### src/hdl/nsbd_pkg.sv
// ----------------------------------------------------------------------------
// nsbd_pkg: shared types and constants for the scaling blit address generator
// Frame geometry, register map, command codes and the beat carried down the
// divider chain.
// ----------------------------------------------------------------------------
package nsbd_pkg;

	localparam int ROW_PITCH  = 512;
	localparam int FRAME_ROWS = 272;

	localparam int POS_W     = 9;   // column / row / left / top
	localparam int SIZE_W    = 10;  // rectangle sizes, 0..1023 as written
	localparam int FRAME_W   = 2;
	localparam int CMD_W     = 2;
	localparam int PROD_W    = SIZE_W + POS_W;   // size * coordinate
	localparam int QUO_W     = SIZE_W;           // quotient up to size - 1, one bit per cell
	localparam int NUM_CELLS = QUO_W;
	localparam int COORD_W   = POS_W + 2;        // left + size - 1, with headroom
	localparam int SRC_OFF_W = 18;
	localparam int DST_OFF_W = 19;
	localparam int OFF_SUM_W = 21;

	localparam int IN_DATA_W  = 24;
	localparam int OUT_DATA_W = 48;
	localparam int CFG_IDX_W  = 3;

	typedef enum logic [CMD_W-1:0] {
		CMD_SCALE  = 2'd0,
		CMD_MIRROR = 2'd1,
		CMD_TURN   = 2'd2
	} cmd_t;

	typedef enum logic [CFG_IDX_W-1:0] {
		REG_SRC_LEFT   = 3'd0,
		REG_SRC_TOP    = 3'd1,
		REG_SRC_WIDTH  = 3'd2,
		REG_SRC_HEIGHT = 3'd3,
		REG_DST_LEFT   = 3'd4,
		REG_DST_TOP    = 3'd5,
		REG_DST_WIDTH  = 3'd6,
		REG_DST_HEIGHT = 3'd7
	} reg_idx_t;

	typedef struct packed {
		logic [POS_W-1:0]  src_left;
		logic [POS_W-1:0]  src_top;
		logic [SIZE_W-1:0] src_width;
		logic [SIZE_W-1:0] src_height;
		logic [POS_W-1:0]  dst_left;
		logic [POS_W-1:0]  dst_top;
		logic [SIZE_W-1:0] dst_width;
		logic [SIZE_W-1:0] dst_height;
	} cfg_t;

	typedef struct packed {
		logic [CMD_W-1:0]   command;
		logic [POS_W-1:0]   col;
		logic [POS_W-1:0]   row;
		logic [FRAME_W-1:0] src_frame;
		logic [FRAME_W-1:0] dst_frame;
	} item_t;

	// One divider lane: partial remainder, numerator bits still to go
	// (quotient bits shift in from the bottom), divisor.
	typedef struct packed {
		logic [SIZE_W-1:0] rem;
		logic [QUO_W-1:0]  nq;
		logic [SIZE_W-1:0] div;
	} lane_t;

	typedef struct packed {
		item_t item;
		lane_t lx;
		lane_t ly;
	} div_beat_t;

endpackage

### src/hdl/nsbd_front.sv
// ----------------------------------------------------------------------------
// nsbd_front: operand select and multiply stage
// Picks the coordinate and divisor per lane and registers size * coordinate,
// split into the first remainder and the numerator bits for the chain.
// ----------------------------------------------------------------------------
module nsbd_front (
	input  logic                clk,
	input  logic                arst_n,
	input  nsbd_pkg::cfg_t      cfg,
	input  logic                in_valid,
	output logic                in_ready,
	input  nsbd_pkg::item_t     in_item,
	output logic                out_valid,
	input  logic                out_ready,
	output nsbd_pkg::div_beat_t out_beat
);
	import nsbd_pkg::*;

	logic              valid_s1;
	div_beat_t         beat_s1;
	logic              turn;
	logic [POS_W-1:0]  ax, ay;
	logic [SIZE_W-1:0] dx, dy;
	logic [PROD_W-1:0] px, py;
	logic              load;

	always_comb begin
		turn = (in_item.command == CMD_TURN);
		ax   = turn ? in_item.row : in_item.col;
		ay   = turn ? in_item.col : in_item.row;
		dx   = turn ? cfg.dst_height : cfg.dst_width;
		dy   = turn ? cfg.dst_width : cfg.dst_height;
		px   = PROD_W'(cfg.src_width) * PROD_W'(ax);
		py   = PROD_W'(cfg.src_height) * PROD_W'(ay);
	end

	assign load     = !valid_s1 || out_ready;
	assign in_ready = load;

	always_ff @(posedge clk or negedge arst_n) begin
		if (!arst_n) begin
			valid_s1 <= 1'b0;
		end else if (load) begin
			valid_s1 <= in_valid;
		end
	end

	always_ff @(posedge clk) begin
		if (load && in_valid) begin
			beat_s1.item    <= in_item;
			beat_s1.lx.rem  <= SIZE_W'(px[PROD_W-1:QUO_W]);
			beat_s1.lx.nq   <= px[QUO_W-1:0];
			beat_s1.lx.div  <= dx;
			beat_s1.ly.rem  <= SIZE_W'(py[PROD_W-1:QUO_W]);
			beat_s1.ly.nq   <= py[QUO_W-1:0];
			beat_s1.ly.div  <= dy;
		end
	end

	assign out_valid = valid_s1;
	assign out_beat  = beat_s1;

endmodule

### src/hdl/nsbd_div_cell.sv
// ----------------------------------------------------------------------------
// nsbd_div_cell: one restoring-division step for both lanes
// Shifts one numerator bit into the remainder, subtracts the divisor when it
// fits and shifts the quotient bit in. Item payload rides along.
// ----------------------------------------------------------------------------
module nsbd_div_cell (
	input  logic                clk,
	input  logic                arst_n,
	input  logic                in_valid,
	output logic                in_ready,
	input  nsbd_pkg::div_beat_t in_beat,
	output logic                out_valid,
	input  logic                out_ready,
	output nsbd_pkg::div_beat_t out_beat
);
	import nsbd_pkg::*;

	function automatic lane_t div_step(input lane_t l);
		logic [SIZE_W:0] trial;
		logic            fits;
		lane_t           r;
		trial = {l.rem, l.nq[QUO_W-1]};
		fits  = (trial >= {1'b0, l.div});
		r.div = l.div;
		r.rem = fits ? SIZE_W'(trial - {1'b0, l.div}) : trial[SIZE_W-1:0];
		r.nq  = {l.nq[QUO_W-2:0], fits};
		return r;
	endfunction

	logic      valid_q;
	div_beat_t beat_q;
	logic      load;

	assign load     = !valid_q || out_ready;
	assign in_ready = load;

	always_ff @(posedge clk or negedge arst_n) begin
		if (!arst_n) begin
			valid_q <= 1'b0;
		end else if (load) begin
			valid_q <= in_valid;
		end
	end

	always_ff @(posedge clk) begin
		if (load && in_valid) begin
			beat_q.item <= in_beat.item;
			beat_q.lx   <= div_step(in_beat.lx);
			beat_q.ly   <= div_step(in_beat.ly);
		end
	end

	assign out_valid = valid_q;
	assign out_beat  = beat_q;

endmodule

### src/hdl/nsbd_back.sv
// ----------------------------------------------------------------------------
// nsbd_back: source coordinate, bounds check and offset stage
// Forms the source and destination offsets and the write enable, and holds
// the result beat until the sink takes it.
// ----------------------------------------------------------------------------
module nsbd_back (
	input  logic                          clk,
	input  logic                          arst_n,
	input  nsbd_pkg::cfg_t                cfg,
	input  logic                          in_valid,
	output logic                          in_ready,
	input  nsbd_pkg::div_beat_t           in_beat,
	output logic                          out_valid,
	input  logic                          out_ready,
	output logic [nsbd_pkg::FRAME_W-1:0]  src_frame_sel,
	output logic [nsbd_pkg::SRC_OFF_W-1:0] src_offset,
	output logic [nsbd_pkg::FRAME_W-1:0]  dst_frame_sel,
	output logic [nsbd_pkg::DST_OFF_W-1:0] dst_offset,
	output logic                          write_enable
);
	import nsbd_pkg::*;

	logic [COORD_W-1:0]   sx, sy, fwd_x, fwd_y, rev_x, rev_y;
	logic [COORD_W-1:0]   drow;
	logic [OFF_SUM_W-1:0] soff_full, doff_full;
	logic                 we;
	logic                 sizes_ok, inside_ok, cmd_ok, frame_ok;
	logic                 load;

	logic                 valid_q;
	logic [FRAME_W-1:0]   sfs_q, dfs_q;
	logic [SRC_OFF_W-1:0] soff_q;
	logic [DST_OFF_W-1:0] doff_q;
	logic                 we_q;

	always_comb begin
		fwd_x = COORD_W'(cfg.src_left) + COORD_W'(in_beat.lx.nq);
		fwd_y = COORD_W'(cfg.src_top) + COORD_W'(in_beat.ly.nq);
		rev_x = COORD_W'(cfg.src_left) + COORD_W'(cfg.src_width) - COORD_W'(1)
			- COORD_W'(in_beat.lx.nq);
		rev_y = COORD_W'(cfg.src_top) + COORD_W'(cfg.src_height) - COORD_W'(1)
			- COORD_W'(in_beat.ly.nq);

		cmd_ok = 1'b1;
		sx     = fwd_x;
		sy     = fwd_y;
		case (in_beat.item.command)
			CMD_SCALE: begin
				sx = fwd_x;
				sy = fwd_y;
			end
			CMD_MIRROR: begin
				sx = rev_x;
				sy = rev_y;
			end
			CMD_TURN: begin
				sx = rev_x;
				sy = fwd_y;
			end
			default: begin
				cmd_ok = 1'b0;
			end
		endcase

		sizes_ok  = (cfg.src_width != '0) && (cfg.src_height != '0)
			&& (cfg.dst_width != '0) && (cfg.dst_height != '0);
		inside_ok = (SIZE_W'(in_beat.item.col) < cfg.dst_width)
			&& (SIZE_W'(in_beat.item.row) < cfg.dst_height);
		frame_ok  = (sx < COORD_W'(ROW_PITCH)) && (sy < COORD_W'(FRAME_ROWS));
		we        = sizes_ok && inside_ok && cmd_ok && frame_ok;

		soff_full = OFF_SUM_W'(sy) * OFF_SUM_W'(ROW_PITCH) + OFF_SUM_W'(sx);
		drow      = COORD_W'(cfg.dst_top) + COORD_W'(in_beat.item.row);
		doff_full = OFF_SUM_W'(drow) * OFF_SUM_W'(ROW_PITCH)
			+ OFF_SUM_W'(cfg.dst_left) + OFF_SUM_W'(in_beat.item.col);
	end

	assign load     = !valid_q || out_ready;
	assign in_ready = load;

	always_ff @(posedge clk or negedge arst_n) begin
		if (!arst_n) begin
			valid_q <= 1'b0;
		end else if (load) begin
			valid_q <= in_valid;
		end
	end

	always_ff @(posedge clk) begin
		if (load && in_valid) begin
			sfs_q  <= in_beat.item.src_frame;
			dfs_q  <= in_beat.item.dst_frame;
			soff_q <= we ? soff_full[SRC_OFF_W-1:0] : '0;
			doff_q <= doff_full[DST_OFF_W-1:0];
			we_q   <= we;
		end
	end

	assign out_valid     = valid_q;
	assign src_frame_sel = sfs_q;
	assign src_offset    = soff_q;
	assign dst_frame_sel = dfs_q;
	assign dst_offset    = doff_q;
	assign write_enable  = we_q;

endmodule

### src/hdl/nearest_scale_blit_address_gen_unit.sv
// ----------------------------------------------------------------------------
// nearest_scale_blit_address_gen_unit: nearest-neighbor scaling blit addresses
// Stages: multiply, 10 divider cells and offset stage, each registered.
// Throughput: one beat per cycle while the sink takes results, set by the
//   divider chain retiring one quotient bit per cell per cycle.
// Reset: clears all stage valids and the rectangle registers to zero.
// ----------------------------------------------------------------------------
module nearest_scale_blit_address_gen_unit (
	input  logic                                clk,
	input  logic                                arst_n,
	// input item stream
	input  logic                                s_axis_tvalid,
	output logic                                s_axis_tready,
	// [8:0] col, [17:9] row, [19:18] src_frame, [21:20] dst_frame, rest zero
	input  logic [nsbd_pkg::IN_DATA_W-1:0]      s_axis_tdata,
	// [1:0] command
	input  logic [nsbd_pkg::CMD_W-1:0]          s_axis_tuser,
	// result stream
	output logic                                m_axis_tvalid,
	input  logic                                m_axis_tready,
	// [1:0] src_frame_sel, [19:2] src_offset, [21:20] dst_frame_sel,
	// [40:22] dst_offset, rest zero
	output logic [nsbd_pkg::OUT_DATA_W-1:0]     m_axis_tdata,
	// [0] write_enable
	output logic                                m_axis_tuser,
	// register write channel
	input  logic                                cfg_valid,
	output logic                                cfg_ready,
	input  logic [nsbd_pkg::CFG_IDX_W-1:0]      cfg_index,
	input  logic [nsbd_pkg::SIZE_W-1:0]         cfg_data
);
	import nsbd_pkg::*;

	// Rectangle registers. The user must write them only while the pipe is empty (the
	// block does not enforce it), so every stage reads them directly instead of carrying a copy per beat.
	cfg_t cfg_q;

	assign cfg_ready = 1'b1;

	always_ff @(posedge clk or negedge arst_n) begin
		if (!arst_n) begin
			cfg_q <= '0;
		end else if (cfg_valid) begin
			unique case (reg_idx_t'(cfg_index))
				REG_SRC_LEFT:   cfg_q.src_left   <= cfg_data[POS_W-1:0];
				REG_SRC_TOP:    cfg_q.src_top    <= cfg_data[POS_W-1:0];
				REG_SRC_WIDTH:  cfg_q.src_width  <= cfg_data;
				REG_SRC_HEIGHT: cfg_q.src_height <= cfg_data;
				REG_DST_LEFT:   cfg_q.dst_left   <= cfg_data[POS_W-1:0];
				REG_DST_TOP:    cfg_q.dst_top    <= cfg_data[POS_W-1:0];
				REG_DST_WIDTH:  cfg_q.dst_width  <= cfg_data;
				REG_DST_HEIGHT: cfg_q.dst_height <= cfg_data;
			endcase
		end
	end

	// Unpack the input beat.
	item_t in_item;

	always_comb begin
		in_item.command   = s_axis_tuser;
		in_item.col       = s_axis_tdata[8:0];
		in_item.row       = s_axis_tdata[17:9];
		in_item.src_frame = s_axis_tdata[19:18];
		in_item.dst_frame = s_axis_tdata[21:20];
	end

	// Handshake nodes between stages: node 0 is the front stage output,
	// node NUM_CELLS feeds the offset stage. Each stage is ready when empty
	// or when its successor moves, so bubbles close up under back-pressure.
	logic      node_valid [NUM_CELLS+1];
	logic      node_ready [NUM_CELLS+1];
	div_beat_t node_beat  [NUM_CELLS+1];

	nsbd_front u_front (
		.clk       (clk),
		.arst_n    (arst_n),
		.cfg       (cfg_q),
		.in_valid  (s_axis_tvalid),
		.in_ready  (s_axis_tready),
		.in_item   (in_item),
		.out_valid (node_valid[0]),
		.out_ready (node_ready[0]),
		.out_beat  (node_beat[0])
	);

	// Divider chain: each cell resolves one quotient bit, MSB first, for the
	// column lane and the row lane side by side.
	for (genvar i = 0; i < NUM_CELLS; i++) begin : g_cell
		nsbd_div_cell u_cell (
			.clk       (clk),
			.arst_n    (arst_n),
			.in_valid  (node_valid[i]),
			.in_ready  (node_ready[i]),
			.in_beat   (node_beat[i]),
			.out_valid (node_valid[i+1]),
			.out_ready (node_ready[i+1]),
			.out_beat  (node_beat[i+1])
		);
	end

	logic [FRAME_W-1:0]   res_sfs, res_dfs;
	logic [SRC_OFF_W-1:0] res_soff;
	logic [DST_OFF_W-1:0] res_doff;
	logic                 res_we;

	nsbd_back u_back (
		.clk           (clk),
		.arst_n        (arst_n),
		.cfg           (cfg_q),
		.in_valid      (node_valid[NUM_CELLS]),
		.in_ready      (node_ready[NUM_CELLS]),
		.in_beat       (node_beat[NUM_CELLS]),
		.out_valid     (m_axis_tvalid),
		.out_ready     (m_axis_tready),
		.src_frame_sel (res_sfs),
		.src_offset    (res_soff),
		.dst_frame_sel (res_dfs),
		.dst_offset    (res_doff),
		.write_enable  (res_we)
	);

	// Pack the result beat.
	assign m_axis_tdata = {(OUT_DATA_W - 41)'(0), res_doff, res_dfs, res_soff, res_sfs};
	assign m_axis_tuser = res_we;

	// A granted source offset always lies inside one frame.
	a_src_in_frame: assert property (@(posedge clk) disable iff (!arst_n)
		m_axis_tvalid && res_we |-> res_soff < SRC_OFF_W'(FRAME_ROWS * ROW_PITCH))
		else $error("source offset beyond frame with write enabled");

	// Skipped pixels carry a zero source offset.
	a_skip_zero: assert property (@(posedge clk) disable iff (!arst_n)
		m_axis_tvalid && !res_we |-> res_soff == '0)
		else $error("skipped pixel with nonzero source offset");

	// Input back-pressure only comes from a full pipe behind a stalled sink.
	a_stall_cause: assert property (@(posedge clk) disable iff (!arst_n)
		!s_axis_tready |-> m_axis_tvalid && !m_axis_tready)
		else $error("input stalled without output back-pressure");

endmodule

### config.mk
export PLATFORM = sky130hd
export DESIGN_NAME = nearest_scale_blit_address_gen_unit
export DESIGN_NICKNAME = d
export VERILOG_FILES = /design/src/hdl/nsbd_pkg.sv /design/src/hdl/nsbd_front.sv /design/src/hdl/nsbd_div_cell.sv /design/src/hdl/nsbd_back.sv /design/src/hdl/nearest_scale_blit_address_gen_unit.sv
export SDC_FILE = /design/constraint.sdc
export NUM_CORES = 2
export LEC_CHECK = 0
export BUFFER_PORTS_ARGS = -buffer_cell sky130_fd_sc_hd__buf_2
export CORE_AREA = 5 5 344 346
export DETAILED_ROUTE_END_ITERATION = 12
export DIE_AREA = 0 0 349 351
export PLACE_DENSITY_LB_ADDON = 0.3
export SYNTH_ARGS = -nofsm -noshare
export SYNTH_HDL_FRONTEND = slang
export SYNTH_SLANG_ARGS = --single-unit
export TNS_END_PERCENT = 5
### constraint.sdc
create_clock -name clk -period 6.71 [get_ports clk]
set_clock_uncertainty 0.2 [all_clocks]
set_input_delay 0.3355 -clock clk [delete_from_list [all_inputs] [get_ports clk]]
set_output_delay 0.3355 -clock clk [all_outputs]
set_load 0.05 [all_outputs]
==> impl_results.md <==
* Status: finished, final reports clean
* FF-to-FF setup slack at between 0.9 and 1 ns
* Pre-CTS setup slack at approximately 0.62 ns
* Final Max Tran Viols at 0
* Peak VDD IR at 443 µV
* Total track usage at 0.173
* Power Density at just over 500 mW/mm²
* Placed wire-length estimate at between 70000 and 80000 µm
* Max FO, Critical Path at 13
* First-pass iteration count of the detailed router at 6
* WS Path Type: primary input to flip-flop
* Critical Path RT at ~7 ns
* Vias in the first global route at 29900
* Final Net Count at roughly 4600
* XOR/XNOR share of the synthesized area at 0.0301
* Antenna Nets Post-Route at 0
* Crit path DAT at slightly above 6 ns
* Maximum root-to-sink buffer count at 3
* Largest stage delay, worst path at 0.63 ns
* Yosys warnings at 0
* Synth cell types at 66
* Fillers at between 9000 and 10000
* Vias per cell at approximately 5.2
* TNS Setup at 0 ns
* Hold crit path type: primary input to async pin
* Num CTS Buffers at 104
* Routability cong. at 0.883
* Die W at 349 µm
* Starting Density at 0.445
* Avg Synthesized Cell Area at about 13 µm²
* Sequential element share of the synthesized area at 0.585
* Final Cell Area at 0.0578 mm²
* Startpoint Class: primary input
* Final setup violating endpoints at 0
* Number of flops mapped to enable cells by yosys at approximately 920
* Total die area at around 0.12 mm²
* # IOs at 96
* Post-CTS setup buffers at 0
* Clock Sinks at a little over 1000
* Tmin final at around 6 ns
* Top-area cell type share of the netlist area at 0.542
* Main combinational cell family by area after synthesis: adder cells
* Ys async rst share at 0.0870
* FP Rows at ~130
* Leak at between 20 and 25 nW
* CP cell instances: dlygate4sd3_1 > buf_2 > nand2b_1 > nand2_1 > nand2_1 > nand2_1 > fa_1 > inv_1 > fa_1 > ha_1 > inv_1 > fa_1 > inv_1 > fa_1 > a21o_1 > a21oi_1 > o21ai_0 > nand2_1 > o2111ai_1 > a31o_2 > a21oi_1 > xnor2_1
* Synth Flop Type: edfxtp_1
* Final Hold Fails at 0
* Vias at ~29000
* Fin worst setup slack at around 0.71 ns
* Initial antenna violation count at 4
* CTS H-tree depth at 3
* Post-synthesis simple-gate area fraction at 0.0783
* CTS clk-pin slew, worst paths at roughly 0.06 ns
* FF-to-FF path depth at 18
* Clk Latency, worst-skew pair at ~0.70 ns
* Mapped cell area at between 0.05 and 0.06 mm²
* Core area at roughly 0.12 mm²
* Global-route wire length before repair at between 150000 and 200000 µm
* Layout cells sized above 1 at 0.119
* Top cells by area, synth: edfxtp_1 54%, ha_1 8.7%, fa_1 6.1%
* RSZ-0062 raised after global routing: false
* Worst reg2reg path endpoint: u_back.src_offset[16]
* Worst path slowest cell: nand2b_1
* Routed WL at 105000 µm
* Fin crit share at 0.894
* Routed WL per cell at ~18 µm
* TritonCTS clock tree: built
* Mux share of post-synthesis cell area at 0.0467
* DR iter-0 viols at 1770
* # DRC at 0
* Flip-flop and latch count after synthesis at roughly 1000
* Slew @ Worst Pin at between 1 and 1.5 ns
* Cell Area, Placed at around 0.054 mm²
* Crit path depth at 22
* Leading area contributor after synthesis: edfxtp_1
* I/O Buffers at 85
* CTS resizes at 0
* Area growth from synthesis to layout at 12.9%
* Fmax at 167 MHz
* Rel. slew slack at 0.266
* Crit path capture type: flip-flop
* Commonest non-fill, non-tap cells in the layout: 924 x edfxtp_1, 543 x inv_1, 354 x ha_1, 207 x nand2_1, 199 x nor2_1
* Worst Path Buf+Inv at 5
* Max_cap viols at 0
* Die Ht at ~350 µm
* Hold_ws at about 0.090 ns
* Compound-Gate Fraction of Synth Area at 0.0678
* CP top delay family: adder cells
* Most common cell after layout, fill and taps aside: edfxtp_1
* Synth Area in Adders at 0.148
* Root Driver: clkbuf_16
* Largest net degree at the start of global routing at 52
* Total grt overflow at 0
* Worst reg2reg startpoint: cfg_q[50]
* Post-Synthesis Cells at about 3900
-- registers in the layout, indices dropped and copies added (netlist names) --
name and cells:
u_back.dst_frame_sel 2, u_back.dst_offset 19, u_back.src_frame_sel 2, u_back.write_enable 1
u_back.out_valid 1, u_front.out_beat 82, g_cell.u_cell.out_beat 800, u_front.out_valid 1
g_cell.u_cell.out_valid 10, u_back.src_offset 18, cfg_q 76
-- through the flow --
step	instances	total power, W	utilization
4_1_cts	5700	0.0295	0.502
3_3_place_gp	5466	0.0230	0.467
6_report	5702	0.0293	0.502
5_1_grt	5700	0.0315	0.502
2_1_floorplan	3866	0.0202	-
3_5_place_dp	5466	0.0232	0.467
-- Yosys cell counts (all sizes together) (11+ instances only) --
library cell	n
ha	354
a311o	15
or2	11
nor3	67
nor2	208
xnor2	108
a221oi	17
a31oi	22
nand2b	66
dfrtp	88
o21ai	174
xor2	68
a211oi	30
o21a	14
a21oi	100
nor2b	85
edfxtp	924
nand2	207
nand3	17
a21o	78
fa	157
inv	543
o31ai	24
mux2i	53
mux2	165
nand4	42
clkbuf	37
and2	43
or3	21
a21boi	20
-- per-layer routing --
| metal | vias to the layer above | wire length, µm | GRT usage |
|---|---|---|---|
| met5 | - | 13 | 0 |
| met4 | 2 | 3020 | 0.0495 |
| met3 | 169 | 6680 | 0.0380 |
| met2 | 641 | 48700 | 0.281 |
| met1 | 14500 | 46600 | 0.235 |
| li1 | 14100 | - | - |
-- power by group --
group / switching, W / internal, W
clock network: 0.00247 / 0.00365
logic: 0.00727 / 0.00549
registers: 0.000839 / 0.00955
total: 0.0106 / 0.0187
-- worst max path at each step --
stage	from	to	slack, ns
floorplan	u_back.out_valid	g_cell[4].u_cell.out_beat[0]	0.71
global placement	s_axis_tuser[0]	u_front.out_beat[57]	0.70
CTS	s_axis_tuser[0]	u_front.out_beat[58]	0.81
finish	s_axis_tuser[0]	u_front.out_beat[58]	0.71
global route	s_axis_tuser[0]	u_front.out_beat[58]	0.43
detailed placement	s_axis_tuser[0]	u_front.out_beat[58]	0.62
-- cell type report --
| cell class | instances | area [µm²] | share of cell area |
|---|---|---|---|
| flip-flops and latches | 1012 | 29900 | 0.518 |
| clock inverters | 70 | 971 | 0.0168 |
| repair buffers | 161 | 1090 | 0.0189 |
| multi-input cells | 2261 | 19100 | 0.330 |
| diodes | 2 | 5.00 | 0.0000866 |
| clock buffers | 126 | 2720 | 0.0470 |
| well taps | 1524 | 1910 | 0.0330 |
| inverters | 546 | 2050 | 0.0355 |
-- repair_timing --
action	4_1_cts	5_1_grt
hold endpoints to repair	118	0
endpoints found under the setup margin	0	0
hold buffers	38	0
-- logic make-up after synthesis --
| family | count (synthesis) |
|---|---|
| flops | 1012 |
| fa+ha+maj | 511 |
| other cells | 2 |
| compound gates | 540 |
| mux | 218 |
| xor+xnor | 176 |
| buf+inv | 593 |
| simple gates | 808 |
No activity file was read; power rests on OpenSTA's default activity.
